$ cat src/design/wrs_pkg.sv
package wrs_pkg;

	localparam int ACTION_W = 2;
	localparam int WEIGHT_W = 16;
	localparam int TOTAL_W  = 24;
	localparam int INDEX_W  = 8;
	localparam int STATUS_W = 2;
	localparam int COUNT_W  = 9;

	localparam logic [TOTAL_W-1:0] TOTAL_MAX = {TOTAL_W{1'b1}};

	// request actions; code 3 is unused and leaves the state alone
	localparam logic [ACTION_W-1:0] ACT_ADD    = 2'd0;
	localparam logic [ACTION_W-1:0] ACT_SELECT = 2'd1;
	localparam logic [ACTION_W-1:0] ACT_CLEAR  = 2'd2;

	// result status codes
	localparam logic [STATUS_W-1:0] STS_OK    = 2'd0;
	localparam logic [STATUS_W-1:0] STS_EMPTY = 2'd1;
	localparam logic [STATUS_W-1:0] STS_FULL  = 2'd2;
	localparam logic [STATUS_W-1:0] STS_ABOVE = 2'd3;

	typedef struct packed {
		logic [ACTION_W-1:0] action;
		logic [WEIGHT_W-1:0] weight;
		logic [TOTAL_W-1:0]  draw;
	} req_t;

	typedef struct packed {
		logic [INDEX_W-1:0]  index;
		logic [STATUS_W-1:0] status;
		logic [COUNT_W-1:0]  count;
		logic [TOTAL_W-1:0]  total;
	} rsp_t;

	typedef enum logic [1:0] {
		S_IDLE,
		S_DECIDE,
		S_SCAN,
		S_EMIT
	} state_t;

	// controller -> datapath
	typedef struct packed {
		logic latch;       // capture the accepted request
		logic decide;      // settle the result of one-step actions
		logic scan_start;  // rewind the scan address and running sum
		logic scan_step;   // issue one table read, fold in the previous one
		logic emit;        // load the output register and commit the state
	} ctl_cmd_t;

	// datapath -> controller
	typedef struct packed {
		logic is_select;
		logic empty;
		logic above;
		logic hit;
		logic out_free;
	} dp_sts_t;

endpackage

$ cat src/design/wrs_ctrl.sv
module wrs_ctrl (
	input  logic               clk,
	input  logic               arst_n,
	input  logic               req_valid,
	output logic               req_ready,
	input  wrs_pkg::dp_sts_t   sts,
	output wrs_pkg::ctl_cmd_t  cmd
);

	wrs_pkg::state_t state_q;
	wrs_pkg::state_t state_d;

	always_ff @(posedge clk or negedge arst_n) begin
		if (!arst_n) begin
			state_q <= wrs_pkg::S_IDLE;
		end else begin
			state_q <= state_d;
		end
	end

	always_comb begin
		state_d   = state_q;
		cmd       = '0;
		req_ready = 1'b0;
		unique case (state_q)
			wrs_pkg::S_IDLE: begin
				req_ready = 1'b1;
				if (req_valid) begin
					cmd.latch = 1'b1;
					state_d   = wrs_pkg::S_DECIDE;
				end
			end
			wrs_pkg::S_DECIDE: begin
				cmd.decide = 1'b1;
				if (sts.is_select && !sts.empty && !sts.above) begin
					cmd.scan_start = 1'b1;
					state_d        = wrs_pkg::S_SCAN;
				end else begin
					state_d = wrs_pkg::S_EMIT;
				end
			end
			wrs_pkg::S_SCAN: begin
				cmd.scan_step = 1'b1;
				if (sts.hit) begin
					state_d = wrs_pkg::S_EMIT;
				end
			end
			wrs_pkg::S_EMIT: begin
				if (sts.out_free) begin
					cmd.emit = 1'b1;
					state_d  = wrs_pkg::S_IDLE;
				end
			end
			default: begin
				state_d = wrs_pkg::S_IDLE;
			end
		endcase
	end

endmodule

$ cat src/design/wrs_dpath.sv
module wrs_dpath #(
	parameter int MAX_ENTRIES = 256,
	parameter int WEIGHT_BITS = 16
) (
	input  logic               clk,
	input  logic               arst_n,
	input  wrs_pkg::req_t      req_data,
	input  wrs_pkg::ctl_cmd_t  cmd,
	output wrs_pkg::dp_sts_t   sts,
	output logic               rsp_valid,
	input  logic               rsp_ready,
	output wrs_pkg::rsp_t      rsp_data
);

	localparam int AW    = (MAX_ENTRIES > 1) ? $clog2(MAX_ENTRIES) : 1;
	localparam int CNT_W = $clog2(MAX_ENTRIES + 1);
	localparam int SUM_W = ((WEIGHT_BITS > wrs_pkg::TOTAL_W) ? WEIGHT_BITS
	                       : wrs_pkg::TOTAL_W) + 1;
	// running sum stays below draw before each add, so one extra bit is enough
	localparam int CUM_W = SUM_W;
	localparam logic [CNT_W-1:0] CNT_FULL = CNT_W'(MAX_ENTRIES);

	// captured request
	wrs_pkg::req_t req_q;

	// architectural state
	logic [CNT_W-1:0]               count_q;
	logic [wrs_pkg::TOTAL_W-1:0]    total_q;
	logic [WEIGHT_BITS-1:0]         weight_mem [MAX_ENTRIES];

	// scan
	logic [AW-1:0]          rd_addr_q;
	logic [WEIGHT_BITS-1:0] rd_data_s1;
	logic                   rd_vld_s1;
	logic [AW-1:0]          proc_idx_s1;
	logic [CUM_W-1:0]       cum_q;

	// result
	logic [AW-1:0]                 res_idx_q;
	logic [wrs_pkg::STATUS_W-1:0]  res_status_q;
	logic                          out_valid_q;
	wrs_pkg::rsp_t                 out_q;

	logic [WEIGHT_BITS-1:0]       w_in;
	logic [CNT_W-1:0]             cnt_m1;
	logic                         full;
	logic                         is_add;
	logic                         is_clear;
	logic                         do_add;
	logic [SUM_W-1:0]             total_sum;
	logic [wrs_pkg::TOTAL_W-1:0]  total_sat;
	logic [CNT_W-1:0]             count_next;
	logic [wrs_pkg::TOTAL_W-1:0]  total_next;
	logic [CUM_W-1:0]             cum_sum;
	logic                         scan_ge;
	logic                         scan_last;

	assign w_in     = WEIGHT_BITS'(req_q.weight);
	assign cnt_m1   = count_q - 1'b1;
	assign full     = (count_q >= CNT_FULL);
	assign is_add   = (req_q.action == wrs_pkg::ACT_ADD);
	assign is_clear = (req_q.action == wrs_pkg::ACT_CLEAR);
	assign do_add   = is_add && !full;

	assign total_sum = SUM_W'(total_q) + SUM_W'(w_in);
	assign total_sat = (total_sum > SUM_W'(wrs_pkg::TOTAL_MAX)) ? wrs_pkg::TOTAL_MAX
	                   : total_sum[wrs_pkg::TOTAL_W-1:0];

	always_comb begin
		count_next = count_q;
		total_next = total_q;
		if (do_add) begin
			count_next = count_q + 1'b1;
			total_next = total_sat;
		end else if (is_clear) begin
			count_next = '0;
			total_next = '0;
		end
	end

	assign cum_sum   = cum_q + CUM_W'(rd_data_s1);
	assign scan_ge   = (cum_sum >= CUM_W'(req_q.draw));
	assign scan_last = (proc_idx_s1 == cnt_m1[AW-1:0]);

	assign sts.is_select = (req_q.action == wrs_pkg::ACT_SELECT);
	assign sts.empty     = (count_q == '0);
	assign sts.above     = (req_q.draw > total_q);
	assign sts.hit       = rd_vld_s1 && (scan_ge || scan_last);
	assign sts.out_free  = !out_valid_q || rsp_ready;

	always_ff @(posedge clk) begin
		if (cmd.latch) begin
			req_q <= req_data;
		end
	end

	// weight table: one write port at commit, one registered read port for the scan
	always_ff @(posedge clk) begin
		if (cmd.emit && do_add) begin
			weight_mem[count_q[AW-1:0]] <= w_in;
		end
		if (cmd.scan_step) begin
			rd_data_s1 <= weight_mem[rd_addr_q];
		end
	end

	always_ff @(posedge clk) begin
		if (cmd.scan_step) begin
			proc_idx_s1 <= rd_addr_q;
		end
		if (cmd.scan_start) begin
			rd_addr_q <= '0;
			cum_q     <= '0;
		end else if (cmd.scan_step) begin
			rd_addr_q <= rd_addr_q + 1'b1;
			if (rd_vld_s1) begin
				cum_q <= cum_sum;
			end
		end
		if (cmd.decide) begin
			unique case (req_q.action)
				wrs_pkg::ACT_ADD: begin
					if (full) begin
						res_idx_q    <= '0;
						res_status_q <= wrs_pkg::STS_FULL;
					end else begin
						res_idx_q    <= count_q[AW-1:0];
						res_status_q <= wrs_pkg::STS_OK;
					end
				end
				wrs_pkg::ACT_SELECT: begin
					if (count_q == '0) begin
						res_idx_q    <= '0;
						res_status_q <= wrs_pkg::STS_EMPTY;
					end else if (req_q.draw > total_q) begin
						res_idx_q    <= cnt_m1[AW-1:0];
						res_status_q <= wrs_pkg::STS_ABOVE;
					end else begin
						res_idx_q    <= '0;
						res_status_q <= wrs_pkg::STS_OK;
					end
				end
				default: begin
					res_idx_q    <= '0;
					res_status_q <= wrs_pkg::STS_OK;
				end
			endcase
		end else if (cmd.scan_step && sts.hit) begin
			res_idx_q    <= proc_idx_s1;
			res_status_q <= wrs_pkg::STS_OK;
		end
		if (cmd.emit) begin
			out_q.index  <= wrs_pkg::INDEX_W'(res_idx_q);
			out_q.status <= res_status_q;
			out_q.count  <= wrs_pkg::COUNT_W'(count_next);
			out_q.total  <= total_next;
		end
	end

	always_ff @(posedge clk or negedge arst_n) begin
		if (!arst_n) begin
			count_q     <= '0;
			total_q     <= '0;
			rd_vld_s1   <= 1'b0;
			out_valid_q <= 1'b0;
		end else begin
			rd_vld_s1 <= cmd.scan_step;
			if (cmd.emit) begin
				count_q     <= count_next;
				total_q     <= total_next;
				out_valid_q <= 1'b1;
			end else if (rsp_ready) begin
				out_valid_q <= 1'b0;
			end
		end
	end

	assign rsp_valid = out_valid_q;
	assign rsp_data  = out_q;

	a_count_bound: assert property (@(posedge clk) disable iff (!arst_n)
		count_q <= CNT_FULL)
		else $error("entry count beyond table depth");

	a_emit_free: assert property (@(posedge clk) disable iff (!arst_n)
		cmd.emit |-> (!out_valid_q || rsp_ready))
		else $error("result loaded over an untaken result");

	a_hit_in_table: assert property (@(posedge clk) disable iff (!arst_n)
		(cmd.scan_step && sts.hit) |-> (CNT_W'(proc_idx_s1) < count_q))
		else $error("scan stopped past the last entry");

	a_total_grows: assert property (@(posedge clk) disable iff (!arst_n)
		(cmd.emit && do_add) |=> (total_q >= $past(total_q)))
		else $error("total fell on add");

endmodule

$ cat src/design/weighted_roulette_selector.sv
// Channel   Ports                             Direction  Moves
// request   req_valid req_ready req_data      in         one action: add / select / clear
// result    rsp_valid rsp_ready rsp_data      out        index, status, count, total
//
// One request is in work at a time; a new one is taken only in idle.
// Add, clear and unused codes go from accept through decide to result load, no scan.
// A select that stops at entry j scans from entry 0 up to j, one table read per
// cycle through the registered read port, before the result load.
// Empty table or draw above total: no scan, straight from decide to result load.
// A result waits in the output register; the next request is taken meanwhile,
// but its result is held in the emit state until the register frees up.
// Reset clears count, total and control; the weight table is not cleared.
module weighted_roulette_selector #(
	parameter int MAX_ENTRIES = 256,
	parameter int WEIGHT_BITS = 16
) (
	input  logic           clk,
	input  logic           arst_n,
	input  logic           req_valid,
	output logic           req_ready,
	input  wrs_pkg::req_t  req_data,
	output logic           rsp_valid,
	input  logic           rsp_ready,
	output wrs_pkg::rsp_t  rsp_data
);

	// command / status between sequencer and datapath
	wrs_pkg::ctl_cmd_t cmd;
	wrs_pkg::dp_sts_t  sts;

	// sequencer: idle -> decide -> (scan) -> emit
	wrs_ctrl u_ctrl (
		.clk       (clk),
		.arst_n    (arst_n),
		.req_valid (req_valid),
		.req_ready (req_ready),
		.sts       (sts),
		.cmd       (cmd)
	);

	// weight table, running sums, scan pipeline, output register
	wrs_dpath #(
		.MAX_ENTRIES (MAX_ENTRIES),
		.WEIGHT_BITS (WEIGHT_BITS)
	) u_dpath (
		.clk       (clk),
		.arst_n    (arst_n),
		.req_data  (req_data),
		.cmd       (cmd),
		.sts       (sts),
		.rsp_valid (rsp_valid),
		.rsp_ready (rsp_ready),
		.rsp_data  (rsp_data)
	);

endmodule

$ cat config.mk
export PLATFORM = sky130hd
export DESIGN_NAME = weighted_roulette_selector
export DESIGN_NICKNAME = d
export VERILOG_FILES = /design/src/design/wrs_pkg.sv /design/src/design/wrs_ctrl.sv /design/src/design/wrs_dpath.sv /design/src/design/weighted_roulette_selector.sv
export SDC_FILE = /design/constraint.sdc
export NUM_CORES = 2
export LEC_CHECK = 0
export ABC_AREA = 1
export BUFFER_PORTS_ARGS = -buffer_cell sky130_fd_sc_hd__buf_2
export CAP_MARGIN = 20
export CORE_ASPECT_RATIO = 1.4
export CORE_MARGIN = 1
export CORE_UTILIZATION = 25
export CTS_CLUSTER_SIZE = 8
export DETAILED_ROUTE_END_ITERATION = 7
export SETUP_SLACK_MARGIN = 0.2
export SYNTH_ARGS = -nofsm -noshare
export SYNTH_HDL_FRONTEND = slang
export SYNTH_SLANG_ARGS = --single-unit
$ cat constraint.sdc
create_clock -name clk -period 8.15 [get_ports clk]
set_clock_uncertainty 0.2 [all_clocks]
set_input_delay 1.63 -clock clk [delete_from_list [all_inputs] [get_ports clk]]
set_output_delay 1.63 -clock clk [all_outputs]
set_load 0.01 [all_outputs]
== Yosys cells after proc, flatten, opt, wreduce, memory -nomap -nowiden ==
Memory sizes are Yosys's and may differ from the RTL's. A register that Yosys moved wholly into a read port is not among the register bits.
Cells that the tools add are included.
Cells by class
  $add $sub $neg: 5
  multiply operators: 0
  div/mod/pow operators: 0
  order comparisons: 4
  equality and inequality tests: 9
  shifts and indexed selects: 0
  mux-type cells: 34
  bitwise operators: 0
  reductions and logical operators: 19
Operators with widths (number)
  $mux 24: 3
  $mux 8: 5
  $add 24x16->25: 1
  $add 25x16->25: 1
  $ge 25x24->1: 1
  $gt 25x24->1 const B: 1
  $gt 24x24->1: 1
  $mux 2: 9
  $mux 9: 2
  $pmux 8 s2: 1
  $mux 1: 12
  $add 9x1->9 const B: 1
  $ge 9x9->1 const B: 1
  $logic_not 9->1: 1
  $add 8x1->8 const B: 1
  $eq 8x8->1: 1
  $pmux 2 s4: 1
  $sub 8x1->8 const B: 1
  $eq 2x2->1 const B: 3
  $logic_and 1x1->1: 6
  $eq 2x1->1 const B: 2
  $logic_not 1->1: 4
  $logic_not 2->1: 2
  $ne 2x2->1 const B: 2
  other kinds (6): 8
Word-level totals
  bits in registers: 173
  bits in latches: 0
  memory bits (writable): 4096
  ROM bits: 0
  bits of input ports: 46
  output and inout port bits: 45
  logic and storage cells: 89
  memories: 1
Memories
  u_dpath.weight_mem: depth 256, width 16, rd ports 1, clocked after Yosys merged registers in 1, wr ports 1, line wrs_dpath.sv:29  | logic [WEIGHT_BITS-1:0] weight_mem [MAX_ENTRIES];

== Logic depth before layout (Yosys ltp) ==
  word-level depth: 7
  depth in mapped cells: 25
  gate-level depth less buffers: 25

== Modules after synthesis ==
Synthesis repeated with hierarchy kept, for this count alone.
Second synthesis, totals
  cells, all modules: 13554
  area total of the unflattened synthesis: 172634.3 µm²
Modules (own cells, without submodules)
  wrs_dpath: instances 1, cells each 13522, area an instance 172419.1 µm², seq. area each 128107.9 µm²
  wrs_ctrl: instances 1, cells each 32, area an instance 215.2 µm², seq. area each 50.0 µm²

== Worst setup path after synthesis ==
Ideal clock, no wire load.
  path type: reg-to-reg
  start: reg u_dpath.req_q, in the netlist u_dpath.w_in[2]
  end: reg u_dpath.out_q, in the netlist u_dpath.rsp_data[11] (data pin)
  library setup time: 0.273 ns
  arrival time: 5.231 ns
  required time: 7.677 ns
  slack: 2.446 ns
  cell stages (with the launch flop): 13
  buffers on the path: 1
  clock period less this slack: 5.704 ns
  path through: edfxtp_1 ha_1 a21oi_1 o21bai_2 a21boi_0 o21ai_1 nand2_1 nand2_1 nand3_1 nand2_1 inv_2 clkbuf_1 a21boi_0
Between the ends
  longest elaborated chain between the ends: 4
RTL lines
  from (decl): line wrs_dpath.sv:24  | wrs_pkg::req_t req_q;
  from (signal assigned): line wrs_dpath.sv:93  | req_q <= req_data;
  $add 24x16->25 *: line wrs_dpath.sv:65  | assign total_sum = SUM_W'(total_q) + SUM_W'(w_in);
  $gt 25x24->1: line wrs_dpath.sv:66  | assign total_sat = (total_sum > SUM_W'(wrs_pkg::TOTAL_MAX)) ? wrs_pkg::TOTAL_MAX
  $mux 24 *: line wrs_dpath.sv:66
  $mux 24 *: line wrs_dpath.sv:72  | if (do_add) begin
  net u_dpath.total_next (one bit): line wrs_dpath.sv:53  | logic [wrs_pkg::TOTAL_W-1:0] total_next;
  to (decl): line wrs_dpath.sv:42  | wrs_pkg::rsp_t out_q;
The timed path passes the listed nets; every way through them passes the cells marked *.
A chain may end at the register's enable or synchronous reset.

==> flow_summary.ini <==
[power]
swShare_pct = 38.3
power_mw = 72.6
total_leakage_power_nw = 62.4
clkPwrFrac_pct = 31.2
p_comb_share_pct = 32.9
seq_power_share_pct = 35.9
switching_power_mw = 27.8
peakVddDrop_mv = 0.374
power_density_nw_per_um2 = 365
internal-power_mw = 44.8

[clocking]
insertion_delay_ns = 1.04
cts_tree = built
cts_resized = 0
numCtsBuffers = 607
htreeDepth = 6
cts_post_setup_buffers_inserted = 0
cts_sinks = 4285
clock_path_buffers = 4
cts.hold.buffers_added = 0
ctsRootBufferMaster = clkbuf_16
cts.clk_slew.worst_paths_ns = 0.05

[sta]
setup_tns_ns = 0
setup_viol = 0
grt_setup_unrepaired = false
fin_crit_sh_pct = 60.9
slew_viol_final = 0
fin_ws_ns = 3.19
slew_headroom_pct = 15.9
worst_pin_slew_ns = 1.26
hold_viol = 0
period_needed_ns = 4.96
fmax_mhz = 201

[drt]
wire_per_inst_um = 23.8
viasPerCell = 4.99
wl_um = 531000
vias = 111085
drc = 0
drt_iter0_drc = 11886
drt_pass1_iterations = 8
drtAntennaViolNets = 0

[worst_hold_path]
hold_path_depth = 0
hold_path_end = u_dpath.rsp_data[35]
min_from = u_dpath.res_idx_q[0]
hp-class = reg2reg

[global_routing]
grt_overflow = 0
grtUsageMet3_pct = 1.94
antenna_found_initial = 23
grt_use_met2_pct = 25.2
grt_max_degree = 199
grtUsageTotal_pct = 14.7
grt_pass1_vias = 107260
met1_usage_pct = 17.0
grt-busiest-layer = met2
grt_first_pass_wirelength_um = 758000

[final_layout]
final_common_cell = edfxtp_1
drive_gt1_share_pct = 9.56
layout.nets = 13290
layout.cells.non_filler = 22276
fillers = 67527
area_delta_synth_final_pct = 16.5
layout_common_cells = edfxtp_1, nor2_1, o21ai_0

[synthesis]
synth-seq-area-share_pct = 75.0
ys_ff_latch = 4285
syn_avg_cell_area_um2 = 13.2
synth_edf_count = 4215
yosys_warnings = 0
synth_async_sr_flop_share_pct = 0.863
synth_ff_type = edfxtp_1
synthCells = 12945
synth_nets = 13082
synth_cell_type_count = 49
syn_area_um2 = 171000

[placed_design]
port_buffers = 90
dp_slack_ns = 2.59
placedCellCount = 21542
hpwl_um = 304000
gp_congestion = 0.876

[floorplan]
initial_core_util_pct = 25.1
core.rowCount = 358
coreArea_um2 = 680000
die_w_um = 701
io_pins = 91
fp.dieH_um = 980
dieArea_um2 = 687000

[worst_setup_path]
worst_r2r_path_depth = 10
endpoint_kind = register
crit_required_ns = 8.81
worstReg2RegStart = u_dpath.rd_addr_q[0]
rrSetupSlack_ns = 3.19
worstPathArrival_ns = 5.63
r2r_end = u_dpath.rd_data_s1[11]
worstSetupPathType = reg2reg
cp-start-kind = register
path_max_fanout = 176

[outcome]
status = completed

[run]
drv_cap = 0
[kinds of logic (layout without fill, tap and decap cells)]
kind of cell | count (synthesis) | in the layout | share of synthesized area, %
flops | 4285 | 4285 | 75.0
buf+inv | 1118 | 1435 | 2.98
simple gates | 3883 | 3883 | 9.20
other cells | 0 | 14 | 0
fa+ha+maj | 91 | 91 | 0.675
compound gates | 3524 | 3524 | 11.9
xor+xnor | 44 | 44 | 0.226
[critical path: stages, from the launching register on]
cell and delay (ns):
dfxtp_4 0.88, buf_12 0.56, buf_4 0.75, o21ai_0 0.22, o22ai_1 0.30, nand2_1 0.09
nand4_1 0.13, nand3_1 0.50, nand3_1 0.61, nand3_1 0.12, nand2_1 0.09
[state kept, by name, summed over array words and instances, names as in the netlist]
register,flops
u_ctrl.state_q,2
u_dpath.count_q,9
u_dpath.cum_q,25
u_dpath.proc_idx_s1,8
u_dpath.rd_addr_q,8
u_dpath.rd_data_s1,16
u_dpath.rd_vld_s1,1
u_dpath.req_q,26
u_dpath.res_idx_q,8
u_dpath.res_status_q,2
u_dpath.rsp_data,43
u_dpath.rsp_valid,1
u_dpath.total_q,24
u_dpath.w_in,16
u_dpath.weight_mem,4096
[stage by stage]
step	util (%)	hold slack, ns	area, um2
6_report	29.3	0.216	199000
3_5_place_dp	26.8	0.205	182000
3_3_place_gp	26.8	0.205	182000
5_1_grt	29.3	0.219	199000
2_1_floorplan	-	0.200	171000
4_1_cts	29.3	0.213	199000
[power groups by stage]
stage	Clock, mW	Sequential [mW]	Combinational [mW]
final	22.6	26.0	23.9
after global routing	23.7	26.0	25.5
after CTS	22.9	26.0	23.6
after detailed placement	0	26.4	23.6
after global placement	0	26.4	23.4
after floorplan	0	26.8	13.9
[synthesized netlist by cell type, types with 2 or more instances]
cell | count | share of area [%]
o21bai_1 | 4 | 0.018
o211ai_2 | 4 | 0.029
and2_1 | 3 | 0.011
o21a_1 | 8 | 0.035
a21oi_1 | 197 | 0.58
buf_6 | 54 | 0.36
o221ai_1 | 401 | 2.1
nand3_1 | 597 | 1.7
dfrtp_1 | 37 | 0.54
buf_4 | 37 | 0.16
nand2_1 | 742 | 1.6
a21boi_1 | 2 | 0.0088
inv_2 | 4 | 0.0088
clkbuf_1 | 598 | 1.3
ha_1 | 89 | 0.65
buf_1 | 44 | 0.097
buf_8 | 4 | 0.035
nand3b_1 | 4 | 0.018
nor4_1 | 3 | 0.011
edfxtp_1 | 4215 | 74
o21ai_0 | 2084 | 6.1
nor2_1 | 2384 | 5.2
dfxtp_1 | 33 | 0.39
buf_2 | 199 | 0.58
a21boi_0 | 11 | 0.048
clkinv_1 | 3 | 0.0066
xnor2_1 | 19 | 0.097
a31oi_1 | 8 | 0.029
nor3_1 | 12 | 0.035
o211ai_1 | 114 | 0.50
buf_12 | 3 | 0.035
nand4_1 | 125 | 0.46
or2_2 | 9 | 0.033
fa_1 | 2 | 0.023
xor2_1 | 25 | 0.13
a21o_1 | 6 | 0.026
inv_1 | 171 | 0.38
o22ai_1 | 611 | 2.2
o21ai_1 | 69 | 0.20
[cell type report]
class	count	area [um2]	area share, %
clock inverters	57	1110	0.556
repair buffers	538	4400	2.21
multi-input cells	7542	37700	18.9
diodes	14	35.0	0.0176
well taps	9000	11300	5.66
flip-flops and latches	4285	128000	64.4
clock buffers	661	15600	7.82
inverters	179	726	0.365
[metal layers]
layer | part of all wire (%) | wire [um]
met5 | 0.0047 | 25
met4 | 8.1 | 43100
met3 | 7.0 | 37400
met2 | 49 | 260000
met1 | 36 | 191000
[worst max path at each step]
stage | from | to | slack, ns
global route | u_dpath.rd_addr_q[0] | u_dpath.rd_data_s1[11] | 3.13
CTS | u_dpath.rd_addr_q[0] | u_dpath.rd_data_s1[4] | 3.47
detailed placement | rsp_ready | u_dpath.weight_mem[57][10] | 2.59
floorplan | u_dpath.w_in[2] | u_dpath.rsp_data[11] | 2.45
finish | u_dpath.rd_addr_q[0] | u_dpath.rd_data_s1[11] | 3.19
global placement | rsp_ready | u_dpath.weight_mem[66][7] | 2.48
Power figures use the tool's default switching activity.
